<file path="config.mk">
export PLATFORM = sky130hd
export DESIGN_NAME = gcn_emitter
export DESIGN_NICKNAME = d
export VERILOG_FILES = /design/src/rtl/gcn_pkg.sv /design/src/rtl/gcn_emitter.sv
export SDC_FILE = /design/constraint.sdc
export NUM_CORES = 1
export LEC_CHECK = 0
export ABC_CLOCK_PERIOD_IN_PS = 9300
export BUFFER_PORTS_ARGS = -buffer_cell sky130_fd_sc_hd__buf_2
export CAP_MARGIN = 20
export CORE_AREA = 3 3 92 94
export DETAILED_ROUTE_END_ITERATION = 8
export DIE_AREA = 0 0 95 97
export PLACE_DENSITY = 0.93
export SETUP_SLACK_MARGIN = 0.2
export SLEW_MARGIN = 20
export SYNTH_ARGS = -nofsm -noshare
export SYNTH_HDL_FRONTEND = slang
export SYNTH_SLANG_ARGS = --single-unit
</file>
<file path="constraint.sdc">
create_clock -name clock -period 9.3 [get_ports clock]
set_clock_uncertainty 0.05 [all_clocks]
set_input_delay 1.86 -clock clock [delete_from_list [all_inputs] [get_ports clock]]
set_output_delay 1.86 -clock clock [all_outputs]
set_load 0.05 [all_outputs]
</file>
<file path="src/rtl/gcn_pkg.sv">
package gcn_pkg;

   localparam int LON_W      = 29;
   localparam int LAT_W      = 28;
   localparam int STEP_W     = 24;
   localparam int COLS_W     = 16;
   localparam int LIM_W      = 21;
   localparam int DIST_W     = 24;
   localparam int IDX_W      = 20;
   localparam int LIMIT_W    = 3;
   localparam int MAX_CELLS  = 5;

   localparam int DIFF_W     = LON_W + 1;
   localparam int MAG_W      = LON_W;
   localparam int PROD_W     = MAG_W + COLS_W;

   localparam int CSR_IDX_W  = 3;
   localparam int CSR_DATA_W = LON_W;
   localparam int REQ_DATA_W = 64;
   localparam int RSP_DATA_W = 24;

   localparam logic [CSR_IDX_W-1:0] REG_WEST_EDGE      = 3'd0;
   localparam logic [CSR_IDX_W-1:0] REG_SOUTH_EDGE     = 3'd1;
   localparam logic [CSR_IDX_W-1:0] REG_LONGITUDE_STEP = 3'd2;
   localparam logic [CSR_IDX_W-1:0] REG_LATITUDE_STEP  = 3'd3;
   localparam logic [CSR_IDX_W-1:0] REG_COLUMN_COUNT   = 3'd4;
   localparam logic [CSR_IDX_W-1:0] REG_CELL_LIMIT     = 3'd5;
   localparam logic [CSR_IDX_W-1:0] REG_NEAR_DISTANCE  = 3'd6;

   localparam logic [STEP_W-1:0] STEP_RESET          = 24'd1;
   localparam logic [COLS_W-1:0] COLUMN_COUNT_RESET  = 16'd1;
   localparam logic [LIM_W-1:0]  CELL_LIMIT_RESET    = 21'd1;
   localparam logic [DIST_W-1:0] NEAR_DISTANCE_RESET = 24'd1000;

   typedef struct packed {
      logic signed [LON_W-1:0] west_edge;
      logic signed [LAT_W-1:0] south_edge;
      logic [STEP_W-1:0]       longitude_step;
      logic [STEP_W-1:0]       latitude_step;
      logic [COLS_W-1:0]       column_count;
      logic [LIM_W-1:0]        cell_limit;
      logic [DIST_W-1:0]       near_distance;
   } gcn_cfg_type;

   typedef struct packed {
      logic [DIFF_W-1:0]  dlon;
      logic [DIFF_W-1:0]  dlat;
      logic [MAG_W-1:0]   mag_lon;
      logic [MAG_W-1:0]   mag_lat;
      logic               near_mode;
      logic [LIMIT_W-1:0] result_limit;
   } gcn_side_type;

   typedef struct packed {
      logic                              valid;
      logic [MAX_CELLS-1:0][IDX_W-1:0]   cells;
      logic [LIMIT_W-1:0]                count;
   } gcn_list_type;

endpackage

</file>
<file path="src/rtl/gcn_emitter.sv">
module gcn_emitter (
   input  logic                       clock,
   input  logic                       reset,
   input  gcn_pkg::gcn_list_type      list,
   input  logic                       rsp_tready,
   output logic                       rsp_tvalid,
   output logic [gcn_pkg::IDX_W-1:0]  cell_index,
   output logic                       last_cell,
   output logic                       advance
);
   import gcn_pkg::*;

   logic                            busy_ff;
   logic [LIMIT_W-1:0]              pos_ff;
   logic [LIMIT_W-1:0]              count_ff;
   logic [MAX_CELLS-1:0][IDX_W-1:0] cells_ff;

   assign rsp_tvalid = busy_ff;
   assign cell_index = cells_ff[pos_ff];
   assign last_cell  = pos_ff == (count_ff - LIMIT_W'(1));
   // take the next list once the current one is empty or its last item leaves
   assign advance    = !busy_ff || (rsp_tready && last_cell);

   always_ff @(posedge clock) begin
      if (reset) begin
         busy_ff <= 1'b0;
         pos_ff  <= '0;
      end else if (advance) begin
         busy_ff <= list.valid;
         pos_ff  <= '0;
      end else if (rsp_tready) begin
         pos_ff  <= pos_ff + LIMIT_W'(1);
      end
   end

   always_ff @(posedge clock) begin
      if (advance) begin
         cells_ff <= list.cells;
         count_ff <= list.count;
      end
   end

endmodule

</file>
* Word level (Yosys, flattened, before mapping)
Cells that the tools add are included. W data, S select, Z words.
Word-level totals: flip-flop bits (word level) 107, input bits 107, output and inout bits 23, logic and storage cells 18
Operators by class: $add $sub $neg 2, order comparisons 1, equal/unequal tests 1, multiplexer cells 2, reduce and logical (&&, ||, !) cells 4
Operator list (number):
- $bmux W20 S3 | 1
- $mux W20 | 1
- $lt A3 B4 Y1 const B | 1
- $add A3 B1 Y3 const B | 1
- $eq A3 B3 Y1 | 1
- $sub A3 B1 Y3 const B | 1
- $reduce_or A2 Y1 | 1
- $logic_and A1 B1 Y1 | 1
- $logic_not A1 Y1 | 1
- $logic_or A1 B1 Y1 | 1

* Depth between registers and ports, before layout
depth in word-level cells 5, depth in mapped cells 6, gate-level depth less buffers 5

* Least setup slack after synthesis
Ideal clock, no wire load.
kind input to output, start point in rsp_tready, end point out advance, arrival time 5816 ps, required time 7390 ps, path slack 1574 ps, stages on the path 2, buffers on the path 0, path through inv_1 -> o41ai_4
Between the ends: cells in the longest elaborated chain, start to end 2
Ends and longest elaborated chain:
- start: declaration | line gcn_emitter.sv:5 | input logic rsp_tready,
- $logic_and A1 B1 Y1 | line gcn_emitter.sv:22 | assign advance = !busy_ff || (rsp_tready && last_cell);
- $logic_or A1 B1 Y1 | line gcn_emitter.sv:22
- end: declaration | line gcn_emitter.sv:9 | output logic advance
No other way between the ends.

* Final worst setup path
Ends and elaborated chain as after synthesis.

==> impl_metrics.yaml <==
status:
  outcome: "completed"
synth:
  ys_ff_latch: 107
  yosys.area_share.simple: 0.02968
  synth_cell_type_count: 23
  synth_nets: 331
  synthCells: 222
  yosysSeqAreaShare: 0.7680
  synth_compound_area_frac: 0.04088
  muxShareOfSynthArea: 0.1090
  synth_top_family_by_area: "multiplexers"
  synth-xor-area-share: 0.01030
  ys_warn_count: 0
  synth_fa_ha_area_frac: 0.006057
  syn_area_per_cell_sq_um: 18.61
  syn_area_sq_mm: 0.004131
layout:
  stdcell_area_sq_mm: 0.005107
  num_antenna_cells: 0
  layout_common_cells: "buf_2, edfxtp_1, inv_1"
  mostFrequentLayoutCell: "buf_2"
  layout-drive-gt1-share: 0.4779
  syn_to_final_growth_pct: 23.62
  nets: 466
placement:
  place_area_sq_mm: 0.004886
  place.gp.congestion: 0.7893
  port_buffers: 129
  hpwlAfterDp_mm: 5.562
clock_network:
  clkLatencyLatePin_ns: 0.34
  ctsResizeCount: 0
  cts_tree: "done"
  clock-sinks: 107
  htreeDepth: 3
  ctsHoldBuffers: 0
  cts_buffer_depth: 2
  cts_setup_buffers: 0
  clk_pin_slew_worst_paths_ns: 0.09
  cts-root-buf: "clkbuf_8"
  cts_made_buffers: 9
critical_path:
  r2r_cells: 4
  crit_top_cell: "buf_2"
  cp_slowest_cell: "o41ai_4"
  worstPathCellList: "buf_2 -> inv_1 -> o41ai_4 -> buf_2"
  path_class: "input port to primary output"
  startpoint_type: "input port"
  worstReg2RegStart: "pos_ff[2]"
  path_max_fanout: 6
  crit_arrival_ns: 2.85
  slowest_delay_ns: 0.42
  endpoint_kind: "primary output"
  r2r_slack_ns: 5.64
  r2r_end: "cells_ff[41]"
  cp.required_ns: 7.39
route:
  avgRoutedWirePerCell_um: 17.03
  drc_errors: 0
  route.vias.total: 2358
  drt_iter0_drc: 111
  viasPerCell: 5.082
  ant_nets: 0
  firstDrtPassIters: 4
  drt-total-wl_mm: 7.904
global_route:
  antenna_found_initial: 0
  grt_pass1_vias: 2539
  grt_max_degree: 72
  grtUsageTotal: 0.1838
  grt_overflow: 0
  grt_pass1_wl_mm: 12.50
timing:
  timing.hold.ws_ns: 0.5426
  rsz0062_at_grt: "false"
  tightest_slew_ns: 0.9014
  setup_viol: 0
  period_share: 0.5118
  timing.setup.tns_ns: 0
  hold_viol_final: 0
  fmax_ghz: 0.2101
  finalMaxSlewViolations: 0
  slew_headroom: 0.3982
  period_minus_slack_ns: 4.760
die:
  fp.coreArea_sq_mm: 0.007727
  io_pins: 130
  row_count: 32
  start_util: 0.5347
  die-area_sq_mm: 0.009215
  fp.dieW_um: 95
  dieHeight_um: 97
pwr:
  p_leak_nw: 2.048
  power_mw: 1.012
  p_per_area_mw_per_mm2: 198.1
  ir_worst_vdd_uv: 149.1
hold_path:
  worstHoldStart: "rsp_tvalid"
  hold_depth: 2
  hold_class: "flip-flop to flip-flop"
  whs_endpoint: "pos_ff[1]"
flow_run:
  drv_cap: 0
==> registers in the layout, summed over array words and instances (netlist names) <==
name and flops:
pos_ff 3, rsp_tvalid 1, count_ff 3, cells_ff 100
==> cell usage after synthesis (all sizes together) <==
library cell,instances,share of area
o41ai,1,0.0067
or4,1,0.0018
nor2,2,0.0018
a21oi,4,0.0058
nor3b,1,0.0018
inv,25,0.023
nand2b,1,0.0015
dfxtp,4,0.019
ha,2,0.0061
nor3,1,0.0012
o21ai,20,0.024
edfxtp,103,0.75
and3,1,0.0015
nand2,22,0.020
xnor2,2,0.0042
xor3,1,0.0061
o311ai,2,0.0042
buf,8,0.012
clkbuf,1,0.00091
mux4,20,0.11
==> cell type report <==
type,instances,area (sq um)
Clock buffer,9,123.9
Clock inverter,7,97.59
Fill cell,549,2620
Inverter,25,93.84
Multi-Input combinational cell,81,814.5
Sequential cell,107,3174
Tap cell,102,127.6
Timing Repair Buffer,133,675.6
==> per-layer routing <==
metal	wire length, um	track usage	part of all wire	up-vias
met5	0	0	0	-
met4	194	0.07991	0.025	0
met3	374	0.04277	0.047	16
met2	4271	0.3069	0.54	78
met1	3064	0.2274	0.39	1153
li1	-	-	-	1111
==> report_power, final <==
| part | leakage [nW] | internal (mW) | switching, mW | total, mW |
|---|---|---|---|---|
| Sequential | 1.07 | 0.575 | 0.0128 | 0.587 |
| Combinational | 0.862 | 0.0430 | 0.0754 | 0.118 |
| Clock | 0.114 | 0.154 | 0.152 | 0.306 |
| Total | 2.05 | 0.772 | 0.240 | 1.01 |
==> worst max path at each step <==
| stage | slack, ns | end | start |
|---|---|---|---|
| 3_3_place_gp | 4.55 | advance | rsp_tready |
| 5_1_grt | 4.51 | advance | rsp_tready |
| 3_5_place_dp | 4.55 | advance | rsp_tready |
| 4_1_cts | 4.55 | advance | rsp_tready |
| 2_1_floorplan | 1.57 | advance | rsp_tready |
| 6_report | 4.54 | advance | rsp_tready |
==> critical path: cells and delay by family <==
kind | cells | cell delay, ns
buf+inv | 3 | 0.57
compound gates | 1 | 0.42
==> cell families (layout without fill, tap and decap cells) <==
| logic type | after synthesis | after routing |
|---|---|---|
| mux | 20 | 20 |
| xor+xnor | 3 | 3 |
| buf+inv | 34 | 174 |
| flops | 107 | 107 |
| compound gates | 27 | 27 |
| fa+ha+maj | 2 | 2 |
| simple gates | 29 | 29 |
==> through the flow <==
step                  util  instances  worst slack (ns)
floorplan                -        222             1.574
global placement    0.6323        448             4.548
detailed placement  0.6323        448             4.552
CTS                 0.6609        464             4.547
global route        0.6609        464             4.515
finish              0.6609        464             4.540
No activity file was read; power rests on OpenSTA's default activity.
