`src/rtl/gcn_pkg.sv`:
```
package gcn_pkg;

   localparam int LON_W      = 29;
   localparam int LAT_W      = 28;
   localparam int STEP_W     = 24;
   localparam int COLS_W     = 16;
   localparam int LIM_W      = 21;
   localparam int DIST_W     = 24;
   localparam int IDX_W      = 20;
   localparam int LIMIT_W    = 3;
   localparam int MAX_CELLS  = 5;

   localparam int DIFF_W     = LON_W + 1;
   localparam int MAG_W      = LON_W;
   localparam int PROD_W     = MAG_W + COLS_W;

   localparam int CSR_IDX_W  = 3;
   localparam int CSR_DATA_W = LON_W;
   localparam int REQ_DATA_W = 64;
   localparam int RSP_DATA_W = 24;

   localparam logic [CSR_IDX_W-1:0] REG_WEST_EDGE      = 3'd0;
   localparam logic [CSR_IDX_W-1:0] REG_SOUTH_EDGE     = 3'd1;
   localparam logic [CSR_IDX_W-1:0] REG_LONGITUDE_STEP = 3'd2;
   localparam logic [CSR_IDX_W-1:0] REG_LATITUDE_STEP  = 3'd3;
   localparam logic [CSR_IDX_W-1:0] REG_COLUMN_COUNT   = 3'd4;
   localparam logic [CSR_IDX_W-1:0] REG_CELL_LIMIT     = 3'd5;
   localparam logic [CSR_IDX_W-1:0] REG_NEAR_DISTANCE  = 3'd6;

   localparam logic [STEP_W-1:0] STEP_RESET          = 24'd1;
   localparam logic [COLS_W-1:0] COLUMN_COUNT_RESET  = 16'd1;
   localparam logic [LIM_W-1:0]  CELL_LIMIT_RESET    = 21'd1;
   localparam logic [DIST_W-1:0] NEAR_DISTANCE_RESET = 24'd1000;

   typedef struct packed {
      logic signed [LON_W-1:0] west_edge;
      logic signed [LAT_W-1:0] south_edge;
      logic [STEP_W-1:0]       longitude_step;
      logic [STEP_W-1:0]       latitude_step;
      logic [COLS_W-1:0]       column_count;
      logic [LIM_W-1:0]        cell_limit;
      logic [DIST_W-1:0]       near_distance;
   } gcn_cfg_type;

   typedef struct packed {
      logic [DIFF_W-1:0]  dlon;
      logic [DIFF_W-1:0]  dlat;
      logic [MAG_W-1:0]   mag_lon;
      logic [MAG_W-1:0]   mag_lat;
      logic               near_mode;
      logic [LIMIT_W-1:0] result_limit;
   } gcn_side_type;

   typedef struct packed {
      logic                              valid;
      logic [MAX_CELLS-1:0][IDX_W-1:0]   cells;
      logic [LIMIT_W-1:0]                count;
   } gcn_list_type;

endpackage

```
`src/rtl/gcn_cell_calc.sv`:
```
module gcn_cell_calc (
   input  logic                  clock,
   input  logic                  reset,
   input  logic                  enable,
   input  gcn_pkg::gcn_cfg_type  cfg,
   input  logic                  in_valid,
   input  logic [gcn_pkg::MAG_W-1:0]  quot_x,
   input  logic [gcn_pkg::STEP_W-1:0] rem_x,
   input  logic [gcn_pkg::MAG_W-1:0]  quot_y,
   input  logic [gcn_pkg::STEP_W-1:0] rem_y,
   input  gcn_pkg::gcn_side_type side,
   output gcn_pkg::gcn_list_type list
);
   import gcn_pkg::*;

   localparam int SUM_W = DIFF_W + 2;

   typedef struct packed {
      logic [MAG_W-1:0]   x;
      logic [MAG_W-1:0]   xs;
      logic [MAG_W-1:0]   ys;
      logic [PROD_W-1:0]  prod;
      logic [DIFF_W-1:0]  dlon;
      logic [DIFF_W-1:0]  dlat;
      logic               near_mode;
      logic [LIMIT_W-1:0] limit;
   } stage_b_type;

   typedef struct packed {
      logic [LIM_W-1:0]   own;
      logic [3:0]         close;
      logic               near_mode;
      logic [LIMIT_W-1:0] limit;
   } stage_c_type;

   stage_b_type  b_in, b_ff;
   stage_c_type  c_in, c_ff;
   gcn_list_type d_in, d_ff;
   logic         b_valid_ff, c_valid_ff;

   // stage b: column/row base offsets and row product
   logic             lon_step_zero, lat_step_zero;
   logic [MAG_W-1:0] y_eff;

   always_comb begin
      lon_step_zero = cfg.longitude_step == '0;
      lat_step_zero = cfg.latitude_step == '0;
      y_eff         = lat_step_zero ? '0 : quot_y;
      b_in.x        = lon_step_zero ? '0 : quot_x;
      b_in.xs       = lon_step_zero ? '0 : side.mag_lon - MAG_W'(rem_x);
      b_in.ys       = lat_step_zero ? '0 : side.mag_lat - MAG_W'(rem_y);
      b_in.prod     = PROD_W'(y_eff) * PROD_W'(cfg.column_count);
      b_in.dlon     = side.dlon;
      b_in.dlat     = side.dlat;
      b_in.near_mode = side.near_mode;
      b_in.limit    = side.result_limit;
   end

   // stage c: own index and edge distances
   logic [PROD_W:0]         sq;
   logic signed [SUM_W-1:0] dlon_s, dlat_s, xs_s, ys_s, lstep_s, tstep_s, nd_s;

   always_comb begin
      sq      = {1'b0, b_ff.prod} + (PROD_W + 1)'(b_ff.x);
      dlon_s  = $signed({{(SUM_W-DIFF_W){b_ff.dlon[DIFF_W-1]}}, b_ff.dlon});
      dlat_s  = $signed({{(SUM_W-DIFF_W){b_ff.dlat[DIFF_W-1]}}, b_ff.dlat});
      xs_s    = $signed(SUM_W'(b_ff.xs));
      ys_s    = $signed(SUM_W'(b_ff.ys));
      lstep_s = $signed(SUM_W'(cfg.longitude_step));
      tstep_s = $signed(SUM_W'(cfg.latitude_step));
      nd_s    = $signed(SUM_W'(cfg.near_distance));
      c_in.own      = (sq >= (PROD_W + 1)'(cfg.cell_limit)) ? '0 : sq[LIM_W-1:0];
      c_in.close[0] = (dlon_s - xs_s) < nd_s;
      c_in.close[1] = (xs_s + lstep_s - dlon_s) < nd_s;
      c_in.close[2] = (dlat_s - ys_s) < nd_s;
      c_in.close[3] = (ys_s + tstep_s - dlat_s) < nd_s;
      c_in.near_mode = b_ff.near_mode;
      c_in.limit     = b_ff.limit;
   end

   // stage d: neighbour checks in west, east, south, north order, capped by the limit
   logic [LIM_W:0]     up_one, up_row;
   logic [3:0][IDX_W-1:0] cand;
   logic [3:0]         cand_ok;
   logic [LIMIT_W-1:0] limit_eff;
   logic [LIMIT_W-1:0] cnt;

   always_comb begin
      up_one     = {1'b0, c_ff.own} + (LIM_W + 1)'(1);
      up_row     = {1'b0, c_ff.own} + (LIM_W + 1)'(cfg.column_count);
      cand[0]    = IDX_W'(c_ff.own - LIM_W'(1));
      cand[1]    = up_one[IDX_W-1:0];
      cand[2]    = IDX_W'(c_ff.own - LIM_W'(cfg.column_count));
      cand[3]    = up_row[IDX_W-1:0];
      cand_ok[0] = c_ff.close[0] && (c_ff.own != '0);
      cand_ok[1] = c_ff.close[1] && (up_one < (LIM_W + 1)'(cfg.cell_limit));
      cand_ok[2] = c_ff.close[2] && (c_ff.own >= LIM_W'(cfg.column_count));
      cand_ok[3] = c_ff.close[3] && (up_row < (LIM_W + 1)'(cfg.cell_limit));
      limit_eff  = (c_ff.limit == '0) ? LIMIT_W'(1) : c_ff.limit;
      d_in.cells    = '0;
      d_in.cells[0] = c_ff.own[IDX_W-1:0];
      cnt           = LIMIT_W'(1);
      for (int i = 0; i < 4; i++) begin
         if (c_ff.near_mode && cand_ok[i] && (cnt < limit_eff)) begin
            d_in.cells[cnt] = cand[i];
            cnt             = cnt + LIMIT_W'(1);
         end
      end
      d_in.count = cnt;
      d_in.valid = c_valid_ff;
   end

   always_ff @(posedge clock) begin
      if (reset) begin
         b_valid_ff <= 1'b0;
         c_valid_ff <= 1'b0;
         d_ff.valid <= 1'b0;
      end else if (enable) begin
         b_valid_ff <= in_valid;
         c_valid_ff <= b_valid_ff;
         d_ff.valid <= d_in.valid;
      end
      if (enable) begin
         b_ff       <= b_in;
         c_ff       <= c_in;
         d_ff.cells <= d_in.cells;
         d_ff.count <= d_in.count;
      end
   end

   assign list = d_ff;

endmodule

```
`config.mk`:
```
export PLATFORM = sky130hd
export DESIGN_NAME = gcn_cell_calc
export DESIGN_NICKNAME = d
export VERILOG_FILES = /design/src/rtl/gcn_pkg.sv /design/src/rtl/gcn_cell_calc.sv
export SDC_FILE = /design/constraint.sdc
export NUM_CORES = 2
export LEC_CHECK = 0
export ABC_AREA = 1
export BUFFER_PORTS_ARGS = -buffer_cell sky130_fd_sc_hd__buf_2
export CAP_MARGIN = 20
export CORE_UTILIZATION = 25
export CTS_CLUSTER_DIAMETER = 150
export CTS_CLUSTER_SIZE = 24
export DETAILED_ROUTE_END_ITERATION = 10
export PLACE_DENSITY = 0.42
export SLEW_MARGIN = 20
export SYNTH_ARGS = -nofsm -noshare
export SYNTH_HDL_FRONTEND = slang
export SYNTH_SLANG_ARGS = --single-unit
```
`constraint.sdc`:
```
create_clock -name clock -period 9.65 [get_ports clock]
set_clock_uncertainty 0.1 [all_clocks]
set_input_delay 0.965 -clock clock [delete_from_list [all_inputs] [get_ports clock]]
set_output_delay 0.965 -clock clock [all_outputs]
set_load 0.02 [all_outputs]
```
======== Word-level counts from Yosys, hierarchy flattened ========
Cells that the tools add are included.
storage, ports and cells
  flip-flop bits (word level) ............. 331
  bits of input ports ..................... 398
  output and inout bits ................... 104
  word-level logic and storage cells ...... 94
cells by class
  $add $sub $neg .......................... 16
  multipliers ............................. 1
  $lt $le $gt $ge ......................... 18
  multiplexer cells ....................... 19
  reductions and logical operators ........ 19
operators with widths
  cell                   number
  $bwmux 100             3
  $mux 100               3
  $demux 20 s3           3
  $mux 20                4
  $lt 32x25->1           2
  $sub 31x30->32         2
  $lt 31x25->1           2
  $sub 30x30->31         2
  $add 29x24->30         2
  $sub 29x24->29         2
  $logic_not 24->1       2
  $add 45x29->46         1
  $ge 46x21->1           1
  $mul 29x16->45         1
  $lt 22x21->1           2
  $mux 29                1
  $add 21x1->22 const B  1
  $add 21x16->22         1
  $ge 21x16->1           1
  $reduce_bool 21->1     1
  $sub 20x1->20 const B  1
  $sub 20x16->20         1
  $logic_and 1x1->1      15
  $lt 3x4->1 const B     3
  7 further kinds        16

======== Longest topological paths before layout ========
  depth after elaboration ................. 17
  depth in mapped cells ................... 44
  depth with buffers taken out ............ 42

======== Worst setup path before layout ========
OpenSTA, ideal clock, no wires.
  path kind ............................... input -> register
  start point ............................. in cfg[70] (netlist bit)
  end point ............................... reg b_ff[105] (netlist bit), data pin
  library setup time ...................... 0.260 ns
  data arrival time ....................... 6.785 ns
  required time ........................... 9.290 ns
  setup slack ............................. 2.505 ns
  stages on the path ...................... 27
  buffers on the path ..................... 2
  path through ............................ nor4_1 -> and2_1 -> nand3_1 -> clkbuf_1 -> nand2_1 -> clkbuf_1 -> nor2_1 -> fa_1 -> fa_1 -> fa_1 -> fa_1 -> fa_1 -> inv_1 -> fa_1 -> inv_1 -> ha_1 -> nand2_1 -> nor2_1 -> inv_1 -> nor2_1 -> nand4_1 -> nand3_1 -> a21oi_1 -> o21bai_1 -> nand2_1 -> nand2_1 -> xor2_1
RTL lines
  element               RTL line              text
  from (decl)           gcn_cell_calc.sv:5    input gcn_pkg::gcn_cfg_type cfg,
  to (signal assigned)  gcn_cell_calc.sv:124  b_ff <= b_in;
  to (decl)             gcn_cell_calc.sv:36   stage_b_type b_in, b_ff;

==> results.sh <==
export IMPL_drc=0
export IMPL_cap_violations=0
export IMPL_place_hpwl_um=168000
export IMPL_core_um2=198000
export IMPL_critical_path_top_delay_family="simple AND/OR/NAND/NOR gates"
export IMPL_vias=45800
export IMPL_grt_ovfl_total=0
export IMPL_fin_tns_setup_ps=0
export IMPL_p_seq_share_pct=13.7
export IMPL_setup_viol=0
export IMPL_cts_resized=0
export IMPL_path_clk_slew_ps=90
export IMPL_synth_area_leaders="edfxtp_1, fa_1, ha_1"
export IMPL_synthesis_area_um2=49800
export IMPL_final_common_cell="nand2_1"
export IMPL_status="complete, no violations"
export IMPL_rows=163
export IMPL_leakagePower_nw=28.1
export IMPL_critPathLaunchType="flip-flop"
export IMPL_worst_pin_slew_ps=1080
export IMPL_final_nets=8561
export IMPL_drive_gt1_share_pct=8.42
export IMPL_finalHoldViolCount=0
export IMPL_cp_startpoint="c_ff[9]"
export IMPL_gp_congestion=0.937
export IMPL_drt_first_iter_violations=2512
export IMPL_grt_antenna_before_repair=34
export IMPL_rsz0062_at_grt="no"
export IMPL_viasPerCell=4.64
export IMPL_ff2ff_path_depth=35
export IMPL_clockBufferDepth=3
export IMPL_final_max_slew_viol_count=0
export IMPL_worstHoldPathType="flip-flop to flip-flop"
export IMPL_path_max_fanout=20
export IMPL_finalWirelength_um=196000
export IMPL_p_comb_share_pct=80.6
export IMPL_die_h_um=448
export IMPL_seq_area_frac_synth_pct=19.9
export IMPL_ant_nets=0
export IMPL_reg2reg_from="c_ff[9]"
export IMPL_clock_latency_ps=640
export IMPL_yosysWarnings=0
export IMPL_cellInternalPower_mw=7.65
export IMPL_path_common_cell="nand2_1"
export IMPL_synth_area_per_cell_um2=7.32
export IMPL_portBuffers=444
export IMPL_dr_pass1_iters=5
export IMPL_swShare_pct=57.2
export IMPL_synth_nets=8153
export IMPL_die_w_um=448
export IMPL_syn_to_final_growth_pct=12.4
export IMPL_p_per_area_nw_per_um2=319
export IMPL_synth_distinct_cells=58
export IMPL_synth_edf_count=328
export IMPL_fin_crit_ps=8420
export IMPL_clkPwrFrac_pct=5.8
export IMPL_cts_buffers=21
export IMPL_layout_common_cells="nand2_1, inv_1, nor2_1, ha_1, a21oi_1"
export IMPL_cp_arrival_ps=8700
export IMPL_cts_sinks=331
export IMPL_synthFlopType="edfxtp_1"
export IMPL_hold_depth=0
export IMPL_htreeDepth=1
export IMPL_io_pins=502
export IMPL_cpMaxStageDelayCell="nand3_1"
export IMPL_crit_path_end_kind="flip-flop"
export IMPL_synth_top_cell_area_share_pct=19.8
export IMPL_finalPower_mw=17.9
export IMPL_dieArea_um2=201000
export IMPL_grt_max_degree=68
export IMPL_path_class="flip-flop to flip-flop"
export IMPL_synthArstFlopShare_pct=0
export IMPL_fmax_mhz=119
export IMPL_grt_pass1_vias=46700
export IMPL_synthCells=6810
export IMPL_slowest_delay_ps=780
export IMPL_grt_pass1_wl_um=291000
export IMPL_cts_setup_buffers=0
export IMPL_slew_limit_headroom_pct=28.0
export IMPL_path_buf_inv=3
export IMPL_ctsHoldBuffers=0
export IMPL_period_share_pct=87.2
export IMPL_cts_tree="yes"
export IMPL_cp_num_cells=35
export IMPL_critical_path_required_ps=9930
export IMPL_wire_per_inst_um=19.8
export IMPL_initial_utilization_pct=25.2
export IMPL_yosys_area_top_type="edfxtp_1"
export IMPL_groute_usage_overall_pct=19.2
export IMPL_ys_ff_latch=331
export IMPL_peakVddDrop_mv=0.483
export IMPL_worstHoldStart="b_ff[1]"
export IMPL_power_switching_mw=10.2
export IMPL_root_buffer="clkbuf_16"
## registers in the layout, indices dropped and copies added (netlist names)
name and count:
c_valid_ff 1, c_ff 29, b_ff 196, list 104, b_valid_ff 1
## kinds of logic (layout without fill, tap and decap cells)
logic type | after synthesis | count (layout) | synth area share [%]
adder cells (fa/ha/maj) | 945 | 945 | 29.6
XOR/XNOR | 269 | 269 | 4.73
buffers and inverters | 1407 | 1826 | 10.8
AO/OA/AOI/OAI | 1062 | 1062 | 11.7
flip-flops | 331 | 331 | 19.9
AND/OR/NAND/NOR | 2796 | 2796 | 23.3
other | 0 | 6 | 0
## final timing paths
| kind | endpoint | slack, ps |
|---|---|---|
| max | list[29] | 1230 |
| max reg2reg | list[29] | 1230 |
| min reg2reg | c_ff[1] | 330 |
| min | c_ff[1] | 330 |
## routing by layer
layer	vias to the layer above	share of wire, %	GRT usage [%]
li1	22700	-	-
met1	21800	45	25.1
met2	1066	48	33.7
met3	218	4.2	1.75
met4	8	2.8	4.97
met5	-	0.029	0
## synth_stat cells (all sizes together) (36+ instances only)
library cell,count
fa,388
xor2,202
a21oi,505
nand4,78
buf,44
nor3,89
nand2,1588
nor2,686
edfxtp,328
o21ai,335
clkbuf,72
o21a,37
a31oi,42
nand3,266
nor4,36
inv,1273
xnor2,67
ha,557
a21o,36
## metrics by stage
step,instance area [um^2],util [%],hold slack (ps),cells,worst slack [ps]
CTS,56000,28.3,330,9869,1210
detailed placement,55300,28.0,306,9835,1000
global route,56000,28.3,332,9875,635
finish,56000,28.3,330,9875,1230
global placement,55300,28.0,310,9835,983
floorplan,49800,-,300,6810,2500
## area by class of cell
cell class,count,area (um^2)
Fill cell,21900,142000
Multi-Input combinational cell,5072,34600
Sequential cell,331,9910
Inverter,1291,4850
Tap cell,2640,3300
Timing Repair Buffer,501,2670
Clock buffer,26,554
Clock inverter,8,139
Antenna cell,6,15.0
## power by group through the flow
stage / Combinational (mW) / Clock [mW] / Sequential [mW]
floorplan: 9.80 / 0 / 2.40
global placement: 14.6 / 0 / 2.49
detailed placement: 14.5 / 0 / 2.48
CTS: 14.6 / 1.09 / 2.45
global route: 16.4 / 1.12 / 2.47
finish: 14.4 / 1.03 / 2.44
Note: power is estimated with default switching activity, not from simulation.
